### src/rtl/core/wdbb_pkg.sv
// Package for the wall docking controller: item kinds, register map, reset values.
`timescale 1ns / 1ps
`default_nettype none

package wdbb_pkg;

  typedef enum logic [1:0] {
    FUNC_SAMPLE = 2'd0,
    FUNC_START  = 2'd1,
    FUNC_UPDATE = 2'd2
  } func_e;

  // Register byte addresses are 4*index; word index decoded from paddr[4:2].
  localparam int unsigned AddrW = 5;

  typedef enum logic [2:0] {
    REG_LEFT_GAIN    = 3'd0,
    REG_LEFT_OFFSET  = 3'd1,
    REG_RIGHT_GAIN   = 3'd2,
    REG_RIGHT_OFFSET = 3'd3,
    REG_TOLERANCE    = 3'd4,
    REG_DRIVE_SPEED  = 3'd5,
    REG_TIMEOUT      = 3'd6
  } reg_idx_e;

  localparam int unsigned GainW  = 16;
  localparam int unsigned DistW  = 20;
  localparam int unsigned TolW   = 19;
  localparam int unsigned SpeedW = 15;
  localparam int unsigned TmoW   = 16;
  localparam int unsigned CntW   = 4;

  localparam logic signed [GainW-1:0] GainReset   = 16'sd4096;
  localparam logic signed [DistW-1:0] OffsetReset = 20'sd0;
  localparam logic [TolW-1:0]         TolReset    = 19'd16;
  localparam logic [SpeedW-1:0]       SpeedReset  = 15'd50;
  localparam logic [TmoW-1:0]         TmoReset    = 16'd2000;

  // Consecutive stale updates that end docking with failure.
  localparam logic [CntW-1:0] StaleLimit = 4'd10;
  localparam logic [CntW-1:0] StaleMax   = 4'd15;

endpackage

`default_nettype wire

### src/rtl/core/wdbb_cal.sv
// Range sensor calibration: (raw*gain >>> 12) + offset, saturated to 20 bits signed.
`timescale 1ns / 1ps
`default_nettype none

module wdbb_cal (
  input  logic signed [wdbb_pkg::GainW-1:0] raw_i,
  input  logic signed [wdbb_pkg::GainW-1:0] gain_i,
  input  logic signed [wdbb_pkg::DistW-1:0] offset_i,
  output logic signed [wdbb_pkg::DistW-1:0] dist_o
);

  logic signed [2*wdbb_pkg::GainW-1:0] prod;
  logic signed [wdbb_pkg::DistW-1:0]   scaled;
  logic signed [wdbb_pkg::DistW:0]     sum;

  assign prod   = raw_i * gain_i;
  // upper bits of the product are the floor shift by 12
  assign scaled = prod[2*wdbb_pkg::GainW-1:12];
  assign sum    = {scaled[wdbb_pkg::DistW-1], scaled}
                + {offset_i[wdbb_pkg::DistW-1], offset_i};

  always_comb begin
    if (sum[wdbb_pkg::DistW] != sum[wdbb_pkg::DistW-1]) begin
      dist_o = sum[wdbb_pkg::DistW] ? {1'b1, {(wdbb_pkg::DistW-1){1'b0}}}
                                    : {1'b0, {(wdbb_pkg::DistW-1){1'b1}}};
    end else begin
      dist_o = sum[wdbb_pkg::DistW-1:0];
    end
  end

endmodule

`default_nettype wire

### src/rtl/core/wall_docking_bang_bang_controller_unit.sv
// Top level of the wall docking bang-bang controller.
//
//  channel   direction  handshake                 payload
//  s_axis    in         tvalid / tready           tuser = func, tdata = time, raws, target
//  m_axis    out        tvalid / tready           tdata = velocity, tlast = finished,
//                                                 tuser = success
//  apb       in / out   psel, penable, pready     7 registers at 4*index
//
// One request per cycle sustained unless a held result stalls the input. A request is
// held in the input register, then the calibration multiply, average, staleness and
// band compare update the state and load the result register.
// Only updates while docking make results; others never wait on m_axis.
// A held result stalls the input only when the next request also makes a result.
// Reset clears state, config to defaults, and both valid flags.
`timescale 1ns / 1ps
`default_nettype none

module wall_docking_bang_bang_controller_unit (
  input  logic        clk_i,
  input  logic        rst_ni,

  input  logic        s_axis_tvalid,
  output logic        s_axis_tready,
  input  logic [87:0] s_axis_tdata,   // now_ms[31:0], left_raw[47:32], right_raw[63:48],
                                      // target_distance[83:64], zero pad[87:84]
  input  logic [1:0]  s_axis_tuser,   // func[1:0]

  output logic        m_axis_tvalid,
  input  logic        m_axis_tready,
  output logic [15:0] m_axis_tdata,   // drive_velocity[15:0]
  output logic        m_axis_tlast,   // finished
  output logic        m_axis_tuser,   // success[0]

  input  logic                         psel,
  input  logic                         penable,
  input  logic                         pwrite,
  input  logic [wdbb_pkg::AddrW-1:0]   paddr,
  input  logic [31:0]                  pwdata,
  output logic [31:0]                  prdata,
  output logic                         pready
);

  // ---------------- configuration ----------------
  logic signed [wdbb_pkg::GainW-1:0] lgain_q, rgain_q;
  logic signed [wdbb_pkg::DistW-1:0] loff_q, roff_q;
  logic [wdbb_pkg::TolW-1:0]         tol_q;
  logic [wdbb_pkg::SpeedW-1:0]       speed_q;
  logic [wdbb_pkg::TmoW-1:0]         tmo_q;
  logic                              cfg_wr;
  wdbb_pkg::reg_idx_e                cfg_idx;

  assign pready  = 1'b1;
  assign cfg_wr  = psel & penable & pwrite & pready;
  assign cfg_idx = wdbb_pkg::reg_idx_e'(paddr[4:2]);

  always_ff @(posedge clk_i or negedge rst_ni) begin
    if (!rst_ni) begin
      lgain_q <= wdbb_pkg::GainReset;
      loff_q  <= wdbb_pkg::OffsetReset;
      rgain_q <= wdbb_pkg::GainReset;
      roff_q  <= wdbb_pkg::OffsetReset;
      tol_q   <= wdbb_pkg::TolReset;
      speed_q <= wdbb_pkg::SpeedReset;
      tmo_q   <= wdbb_pkg::TmoReset;
    end else if (cfg_wr) begin
      unique case (cfg_idx)
        wdbb_pkg::REG_LEFT_GAIN:    lgain_q <= pwdata[15:0];
        wdbb_pkg::REG_LEFT_OFFSET:  loff_q  <= pwdata[19:0];
        wdbb_pkg::REG_RIGHT_GAIN:   rgain_q <= pwdata[15:0];
        wdbb_pkg::REG_RIGHT_OFFSET: roff_q  <= pwdata[19:0];
        wdbb_pkg::REG_TOLERANCE:    tol_q   <= pwdata[18:0];
        wdbb_pkg::REG_DRIVE_SPEED:  speed_q <= pwdata[14:0];
        wdbb_pkg::REG_TIMEOUT:      tmo_q   <= pwdata[15:0];
        default: ;
      endcase
    end
  end

  always_comb begin
    unique case (cfg_idx)
      wdbb_pkg::REG_LEFT_GAIN:    prdata = {{16{lgain_q[15]}}, lgain_q};
      wdbb_pkg::REG_LEFT_OFFSET:  prdata = {{12{loff_q[19]}}, loff_q};
      wdbb_pkg::REG_RIGHT_GAIN:   prdata = {{16{rgain_q[15]}}, rgain_q};
      wdbb_pkg::REG_RIGHT_OFFSET: prdata = {{12{roff_q[19]}}, roff_q};
      wdbb_pkg::REG_TOLERANCE:    prdata = {13'd0, tol_q};
      wdbb_pkg::REG_DRIVE_SPEED:  prdata = {17'd0, speed_q};
      wdbb_pkg::REG_TIMEOUT:      prdata = {16'd0, tmo_q};
      default:                    prdata = 32'd0;
    endcase
  end

  // ---------------- input register ----------------
  logic                              s1_valid_q;
  wdbb_pkg::func_e                   s1_func_q;
  logic [31:0]                       s1_now_q;
  logic signed [wdbb_pkg::GainW-1:0] s1_left_q, s1_right_q;
  logic signed [wdbb_pkg::DistW-1:0] s1_target_q;
  logic                              in_acc;
  logic                              advance;
  logic                              makes_res;
  logic                              out_free;

  assign s_axis_tready = !s1_valid_q || advance;
  assign in_acc        = s_axis_tvalid && s_axis_tready;

  always_ff @(posedge clk_i or negedge rst_ni) begin
    if (!rst_ni) begin
      s1_valid_q <= 1'b0;
    end else if (s_axis_tready) begin
      s1_valid_q <= s_axis_tvalid;
    end
  end

  always_ff @(posedge clk_i) begin
    if (in_acc) begin
      s1_func_q   <= wdbb_pkg::func_e'(s_axis_tuser);
      s1_now_q    <= s_axis_tdata[31:0];
      s1_left_q   <= s_axis_tdata[47:32];
      s1_right_q  <= s_axis_tdata[63:48];
      s1_target_q <= s_axis_tdata[83:64];
    end
  end

  // ---------------- state ----------------
  logic                              active_q, active_d;
  logic signed [wdbb_pkg::DistW-1:0] avg_q, avg_d;
  logic [31:0]                       last_q, last_d;
  logic [wdbb_pkg::CntW-1:0]         cnt_q, cnt_d;
  logic signed [wdbb_pkg::DistW-1:0] target_q, target_d;

  logic signed [wdbb_pkg::DistW-1:0] cal_l, cal_r;
  logic signed [wdbb_pkg::DistW:0]   pair_sum;
  logic [31:0]                       age;
  logic                              stale;
  logic signed [wdbb_pkg::DistW:0]   err;
  logic [wdbb_pkg::DistW:0]          err_abs;
  logic                              far;
  logic [wdbb_pkg::CntW-1:0]         cnt_inc;
  logic [15:0]                       vel_d;
  logic                              fin_d, suc_d;

  wdbb_cal u_cal_left (
    .raw_i    (s1_left_q),
    .gain_i   (lgain_q),
    .offset_i (loff_q),
    .dist_o   (cal_l)
  );

  wdbb_cal u_cal_right (
    .raw_i    (s1_right_q),
    .gain_i   (rgain_q),
    .offset_i (roff_q),
    .dist_o   (cal_r)
  );

  assign pair_sum = {cal_l[wdbb_pkg::DistW-1], cal_l} + {cal_r[wdbb_pkg::DistW-1], cal_r};
  assign age      = s1_now_q - last_q;
  assign stale    = age > {16'd0, tmo_q};
  assign err      = {target_q[wdbb_pkg::DistW-1], target_q}
                  - {avg_q[wdbb_pkg::DistW-1], avg_q};
  assign err_abs  = err[wdbb_pkg::DistW] ? -err : err;
  assign far      = err_abs > {2'b00, tol_q};
  assign cnt_inc  = (cnt_q == wdbb_pkg::StaleMax) ? cnt_q : cnt_q + 4'd1;

  assign makes_res = s1_valid_q && (s1_func_q == wdbb_pkg::FUNC_UPDATE) && active_q;
  assign out_free  = !m_axis_tvalid || m_axis_tready;
  assign advance   = s1_valid_q && (!makes_res || out_free);

  always_comb begin
    active_d = active_q;
    avg_d    = avg_q;
    last_d   = last_q;
    cnt_d    = cnt_q;
    target_d = target_q;
    vel_d    = 16'd0;
    fin_d    = 1'b0;
    suc_d    = 1'b0;
    unique case (s1_func_q)
      wdbb_pkg::FUNC_SAMPLE: begin
        avg_d  = pair_sum[wdbb_pkg::DistW:1];
        last_d = s1_now_q;
      end
      wdbb_pkg::FUNC_START: begin
        active_d = 1'b1;
        target_d = s1_target_q;
        cnt_d    = '0;
      end
      wdbb_pkg::FUNC_UPDATE: begin
        if (active_q) begin
          priority if (stale) begin
            cnt_d = cnt_inc;
            if (cnt_inc >= wdbb_pkg::StaleLimit) begin
              active_d = 1'b0;
              fin_d    = 1'b1;
            end
          end else if (far) begin
            // bang-bang: back off when closer than target, else approach
            vel_d = (avg_q < target_q) ? -{1'b0, speed_q} : {1'b0, speed_q};
            cnt_d = '0;
          end else begin
            active_d = 1'b0;
            fin_d    = 1'b1;
            suc_d    = 1'b1;
          end
        end
      end
      default: ;
    endcase
  end

  always_ff @(posedge clk_i or negedge rst_ni) begin
    if (!rst_ni) begin
      active_q <= 1'b0;
      avg_q    <= '0;
      last_q   <= '0;
      cnt_q    <= '0;
      target_q <= '0;
    end else if (advance) begin
      active_q <= active_d;
      avg_q    <= avg_d;
      last_q   <= last_d;
      cnt_q    <= cnt_d;
      target_q <= target_d;
    end
  end

  // ---------------- result register ----------------
  logic        out_valid_q;
  logic [15:0] out_vel_q;
  logic        out_fin_q, out_suc_q;

  always_ff @(posedge clk_i or negedge rst_ni) begin
    if (!rst_ni) begin
      out_valid_q <= 1'b0;
    end else if (advance && makes_res) begin
      out_valid_q <= 1'b1;
    end else if (m_axis_tready) begin
      out_valid_q <= 1'b0;
    end
  end

  always_ff @(posedge clk_i) begin
    if (advance && makes_res) begin
      out_vel_q <= vel_d;
      out_fin_q <= fin_d;
      out_suc_q <= suc_d;
    end
  end

  assign m_axis_tvalid = out_valid_q;
  assign m_axis_tdata  = out_vel_q;
  assign m_axis_tlast  = out_fin_q;
  assign m_axis_tuser  = out_suc_q;

`ifndef NO_ASSERTIONS
  a_res_from_update: assert property (@(posedge clk_i) disable iff (!rst_ni)
    $rose(out_valid_q) |-> $past(makes_res))
    else $error("result without a docking update");

  a_success_finishes: assert property (@(posedge clk_i) disable iff (!rst_ni)
    (out_valid_q && out_suc_q) |-> (out_fin_q && out_vel_q == 16'd0))
    else $error("success result not a finished stop");

  a_finish_disarms: assert property (@(posedge clk_i) disable iff (!rst_ni)
    (advance && makes_res && fin_d) |=> !active_q)
    else $error("docking still armed after finish");

  a_stale_bound: assert property (@(posedge clk_i) disable iff (!rst_ni)
    cnt_q <= wdbb_pkg::StaleLimit)
    else $error("stale count past limit");
`endif

endmodule

`default_nettype wire

### config.mk
export PLATFORM = sky130hd
export DESIGN_NAME = wall_docking_bang_bang_controller_unit
export DESIGN_NICKNAME = d
export VERILOG_FILES = /design/src/rtl/core/wdbb_pkg.sv /design/src/rtl/core/wdbb_cal.sv /design/src/rtl/core/wall_docking_bang_bang_controller_unit.sv
export SDC_FILE = /design/constraint.sdc
export NUM_CORES = 2
export LEC_CHECK = 0
export ABC_AREA = 1
export BUFFER_PORTS_ARGS = -buffer_cell sky130_fd_sc_hd__buf_2
export CORE_MARGIN = 2
export CORE_UTILIZATION = 56
export DETAILED_ROUTE_END_ITERATION = 10
export PLACE_DENSITY = 0.75
export SLEW_MARGIN = 30
export SYNTH_ARGS = -nofsm -noshare
export SYNTH_HDL_FRONTEND = slang
export SYNTH_HIERARCHICAL = 1
export SYNTH_SLANG_ARGS = --single-unit
### constraint.sdc
create_clock -name clk_i -period 10.35 [get_ports clk_i]
set_clock_uncertainty 0.15 [all_clocks]
set_input_delay 2.07 -clock clk_i [delete_from_list [all_inputs] [get_ports clk_i]]
set_output_delay 2.07 -clock clk_i [all_outputs]
set_load 0.005 [all_outputs]
# Word-level counts from Yosys, hierarchy flattened
# Cells that the tools add are included.
# op_classes
reduce_logical	30
n_bitwise	6
mul	2
eq_ne	13
muxes	22
add_sub_neg	8
order_cmp	4
# op_table
cell	n
$pmux W32 S7	1
$mux W20	4
$mul A16 B16 Y32	2
$add A20 B20 Y21	3
$gt A32 B16 Y1	1
$sub A32 B32 Y32	1
$reduce_and A2 Y1	11
$gt A21 B19 Y1	1
$mux W21	1
$neg A21 Y21	1
$sub A20 B20 Y21	1
$lt A20 B20 Y1	1
$mux W4	4
$neg A15 Y16	1
$mux W15	1
$eq A3 B3 Y1 const B	3
$mux W1	9
$pmux W4 S2	1
$eq A3 B2 Y1 const B	2
$logic_and A1 B1 Y1	5
$reduce_or A5 Y1	1
$add A4 B1 Y4 const B	1
$eq A4 B4 Y1 const B	1
$ge A4 B4 Y1 const B	1
17 further kinds	27
# totals
reg_bits	305
elab_cells	108
output_inout_bits	53
input_bits	134

# Logic depth before layout (Yosys ltp)
# logic_depth
word_depth	8
depth_mapped	53
mapped_depth_nobuf	51

# Modules after synthesis
# Netlist, hierarchy kept.
# by_module_without_submodules
module	n_inst	cells_each	area_each_um2	seq_area_each_um2
wall_docking_bang_bang_controller_unit	1	2432	18743.0	8167.8
wdbb_cal at u_cal_left	1	1645	12012.8	0.0
wdbb_cal at u_cal_right	1	1643	11976.5	0.0

# Worst setup path after synthesis
# Ideal clock, no wire load.
# synth_path
path_kind	reg-to-reg
startpoint	register s1_left_q[15] (netlist name)
endpoint	register avg_q[14] (netlist name)
stages_incl_launch_ff	44
t_required_ps	10070
slack_ps	1474
n_path_buf	1
setup_time_ps	130
period_less_slack_ps	8876
t_arrival_ps	8596
path_cell_list	edfxtp_1 > clkbuf_1 > nand2_1 > inv_1 > fa_1 > inv_1 > fa_1 > inv_1 > fa_1 > fa_1 > fa_1 > fa_1 > ha_1 > nand2_1 > nor2_1 > inv_1 > nor3_1 > nand2_1 > [... 8 more ...] > a21oi_1 > nand3_1 > nand2_1 > nand2_4 > nor2_4 > o21ai_0 > ha_1 > a21oi_1 > o21ai_0 > nand2_1 > o211ai_1 > a31oi_1 > o21ai_0 > a21boi_0 > o21ai_0 > or2_2 > nand3_1 > o21ai_0
# synth_via
elab_chain_cells	5
elab_cells_between_ends	6
cone_classes	2 x add/sub; 1 x mul; 1 x eq/ne; 2 x mux
# synth_lines
item	line	text
start: declaration	wall_docking_bang_bang_controller_unit.sv:96	logic signed [wdbb_pkg::GainW-1:0] s1_left_q, s1_right_q;
start signal: assignment	wall_docking_bang_bang_controller_unit.sv:118	s1_left_q <= s_axis_tdata[47:32];
$mul A16 B16 Y32 (*)	wdbb_cal.sv:16	assign prod = raw_i * gain_i;
$add A20 B20 Y21 (*)	wdbb_cal.sv:20	+ {offset_i[wdbb_pkg::DistW-1], offset_i};
$mux W20 or $ne A1 B1 Y1 (tied branches)	wdbb_cal.sv:24, wdbb_cal.sv:23	
$mux W20 (*)	wdbb_cal.sv:23	if (sum[wdbb_pkg::DistW] != sum[wdbb_pkg::DistW-1]) begin
net cal_l (one bit)	wall_docking_bang_bang_controller_unit.sv:131	logic signed [wdbb_pkg::DistW-1:0] cal_l, cal_r;
$add A20 B20 Y21 (*)	wall_docking_bang_bang_controller_unit.sv:156	assign pair_sum = {cal_l[wdbb_pkg::DistW-1], cal_l} + {cal_r[wdbb_pkg::DistW-1], cal_r};
end signal: assignment	wall_docking_bang_bang_controller_unit.sv:220	avg_q <= avg_d;
end: declaration	wall_docking_bang_bang_controller_unit.sv:126	logic signed [wdbb_pkg::DistW-1:0] avg_q, avg_d;
# The timed path passes the listed nets; every way through them passes the cells marked *.
# A chain may end at the register's enable or synchronous reset.

# Worst setup path in the final report
# layout_path
startpoint	register s1_left_q[5] (netlist name)
endpoint	register avg_q[14] (netlist name)
# Same word-level chain as after synthesis.

==> metrics.cfg <==
[detailed_routing]
routed-via-count=36200
drtAntennaViolNets=0
drt_iter0_drc=2838
wl_um=116000
viasPerCell=5.30
wl_per_cell_um=17.0
drc=0
drt-pass1-iter-count=5

[global_route]
overflow=0
grt_pass1_vias=36400
met3_usage_pct=4.56
antenna_found_initial=5
track_usage_pct=30.3
grt_pass1_wl_um=188000
grtUsageMet1_pct=41.7
top_usage_layer=met2
grt_start_max_net_pins=81
use_met2_pct=49.0

[clock_network]
clk_path_buf_depth=3
cts.sink_count=305
hold_buffers=0
cts-root-buf=clkbuf_16
path_clk_slew_ns=0.06
h-tree-depth=2
cts_tree=yes
cts_buffers=38
worstSkewPairLatency_ns=0.60

[logic_synthesis]
synth_area_leader_cell=fa_1
synthTopCellsByArea=fa_1 25%, nand2_1 14%, inv_1 12%
synth_nets=6698
synth_edf_count=104
synth_area_mm2=0.0427
ys_ff_latch=305
avgSynthCellArea_um2=7.47
yosysSeqAreaShare_pct=19.1
yosys_warnings=6
synth.distinct_cells=61
synth_cells=5720
synth-main-ff-cell=dfrtp_1
synth.top_cell.area_share_pct=24.7
ys_async_sr_fraction_pct=65.9

[critical_path]
max_stage_delay_ns=0.83
crit_path_end=avg_q[14]
critPathKind=reg -> reg
critPathArrivalTime_ns=10.26
r2r-end=avg_q[14]
rr_worst_depth=43
crit_path_start_kind=flop
path_common_cell=nand2_1
crit_fanout=16
crit_start=s1_left_q[5]
end_kind=flop
r2r_slack_ns=0.38
slowest_stage=edfxtp_1
r2r_start=s1_left_q[5]
cp.required_ns=10.64

[placed_design]
placed_area_mm2=0.0445
globalplace.congestion=0.998
dp_hpwl_um=95600
portBuffers=167

[sta]
finalHoldViolations=0
slew_viol_final=0
finalSetupViolations=0
layout_min_cycle_time_ns=9.97
tightest_slew_ns=0.849
fin_crit_sh_pct=96.3
relSlewSlack_pct=43.4
fmax_ghz=0.100
rsz0062_at_grt=true

[layout]
drive_gt1_share_pct=8.70
n_antenna_cell=0
nets=6810
area_growth_pct=7.75
fill_cells=6754
final_area_mm2=0.0460

[floorplanning]
die_w_um=280
die_h_um=280
ios=187
initial_utilization_pct=56.5
row_count=101
coreArea_mm2=0.0757
dieArea_mm2=0.0785

[run]
cap_violations=0

[hold_path]
hold_path.class=reg -> reg

[outcome]
status=complete, no violations

critical path, delay by kind of cell, from the launching register on:
family | cells | cell delay (ns)
AOI/OAI and AO/OA | 10 | 1.79
adders and majority gates | 9 | 4.11
and+or+nand+nor | 18 | 2.65
buffers and inverters | 6 | 0.33
DFF | 1 | 0.83
through the flow:
step / worst slack, ns / utilization, % / setup TNS [ns] / hold WS, ns / instances
finish: 0.382 / 60.8 / 0 / 0.320 / 6839
global route: -0.112 / 60.8 / -0.167 / 0.339 / 6839
CTS: 0.265 / 60.5 / 0 / 0.325 / 6818
detailed placement: 0.308 / 58.8 / 0 / 0.316 / 6749
global placement: 0.503 / 58.8 / 0 / 0.310 / 6749
floorplan: 1.47 / - / 0 / 0.299 / 5720
cell usage after synthesis (9+ instances only):
cell	n
a21o_1	13
a21oi_1	175
a221oi_1	16
a31oi_1	13
and2_1	10
buf_4	13
clkbuf_1	151
dfrtp_1	189
dfstp_2	12
edfxtp_1	104
fa_1	527
ha_1	317
inv_1	1381
inv_2	16
mux2_2	18
nand2_1	1573
nand2_2	34
nand3_1	174
nand3b_1	9
nand4_1	65
nor2_1	296
nor2_2	26
nor3_1	34
o2111ai_1	11
o21ai_0	248
o21ai_2	19
o21bai_1	27
o22ai_1	16
or2_2	20
xnor2_1	41
xor2_1	89
placed cells by master, fill, tap and decap left out, types with 166 or more instances in the layout:
cell type,Yosys,final
fa_1,527,527
a21oi_1,175,173
nand2_1,1573,1569
o21ai_0,248,248
inv_1,1381,1379
nor2_1,296,292
buf_2,3,166
ha_1,317,314
nand3_1,174,173
dfrtp_1,189,186
per-layer routing:
layer	part of all wire, %	wire (um)
met4	3.6	4140
met1	43	49800
met3	7.9	9170
met5	0.046	54
met2	46	53100
area by class of cell:
cell class / instances / area [um2] / area share [%]
clock buffers: 48 / 1040 / 2.26
clock inverters: 21 / 231 / 0.503
inverters: 1399 / 5260 / 11.4
multi-input cells: 3839 / 28600 / 62.2
flip-flops and latches: 305 / 8170 / 17.7
well taps: 978 / 1220 / 2.66
repair buffers: 249 / 1500 / 3.25
flip-flops by register name, indices dropped and copies added, names as in the netlist, 19 cells and up:
name         cells
avg_q           20
last_q          32
loff_q          20
roff_q          20
s1_now_q        32
s1_target_q     20
target_q        20
tol_q           19
cell families after synthesis:
logic type | synth area share [%]
AO/OA/AOI/OAI | 7.64
XOR/XNOR | 2.66
adder cells (fa/ha/maj) | 34.0
buffers and inverters | 14.1
flip-flops | 19.1
multiplexers | 0.474
other | 0.00878
AND/OR/NAND/NOR | 22.0
worst min path at each step:
stage	from	endpoint	slack, ns	cells past startpoint
floorplan	avg_q[15]	avg_q[15]	0.30	2
global placement	s1_target_q[13]	target_q[13]	0.31	1
detailed placement	s1_target_q[12]	target_q[12]	0.32	1
CTS	s1_target_q[12]	target_q[12]	0.32	1
global route	s1_target_q[4]	target_q[4]	0.34	1
finish	s1_target_q[12]	target_q[12]	0.32	1
repair_timing:
item / 4_1_cts / 5_1_grt
resized for setup: 0 / 17
buffers inserted: 0 / 19
endpoints found under the setup margin: 0 / 7
Power is not shown: default switching activity piles up to over one toggle a cycle in this logic, so the estimate is an artifact.
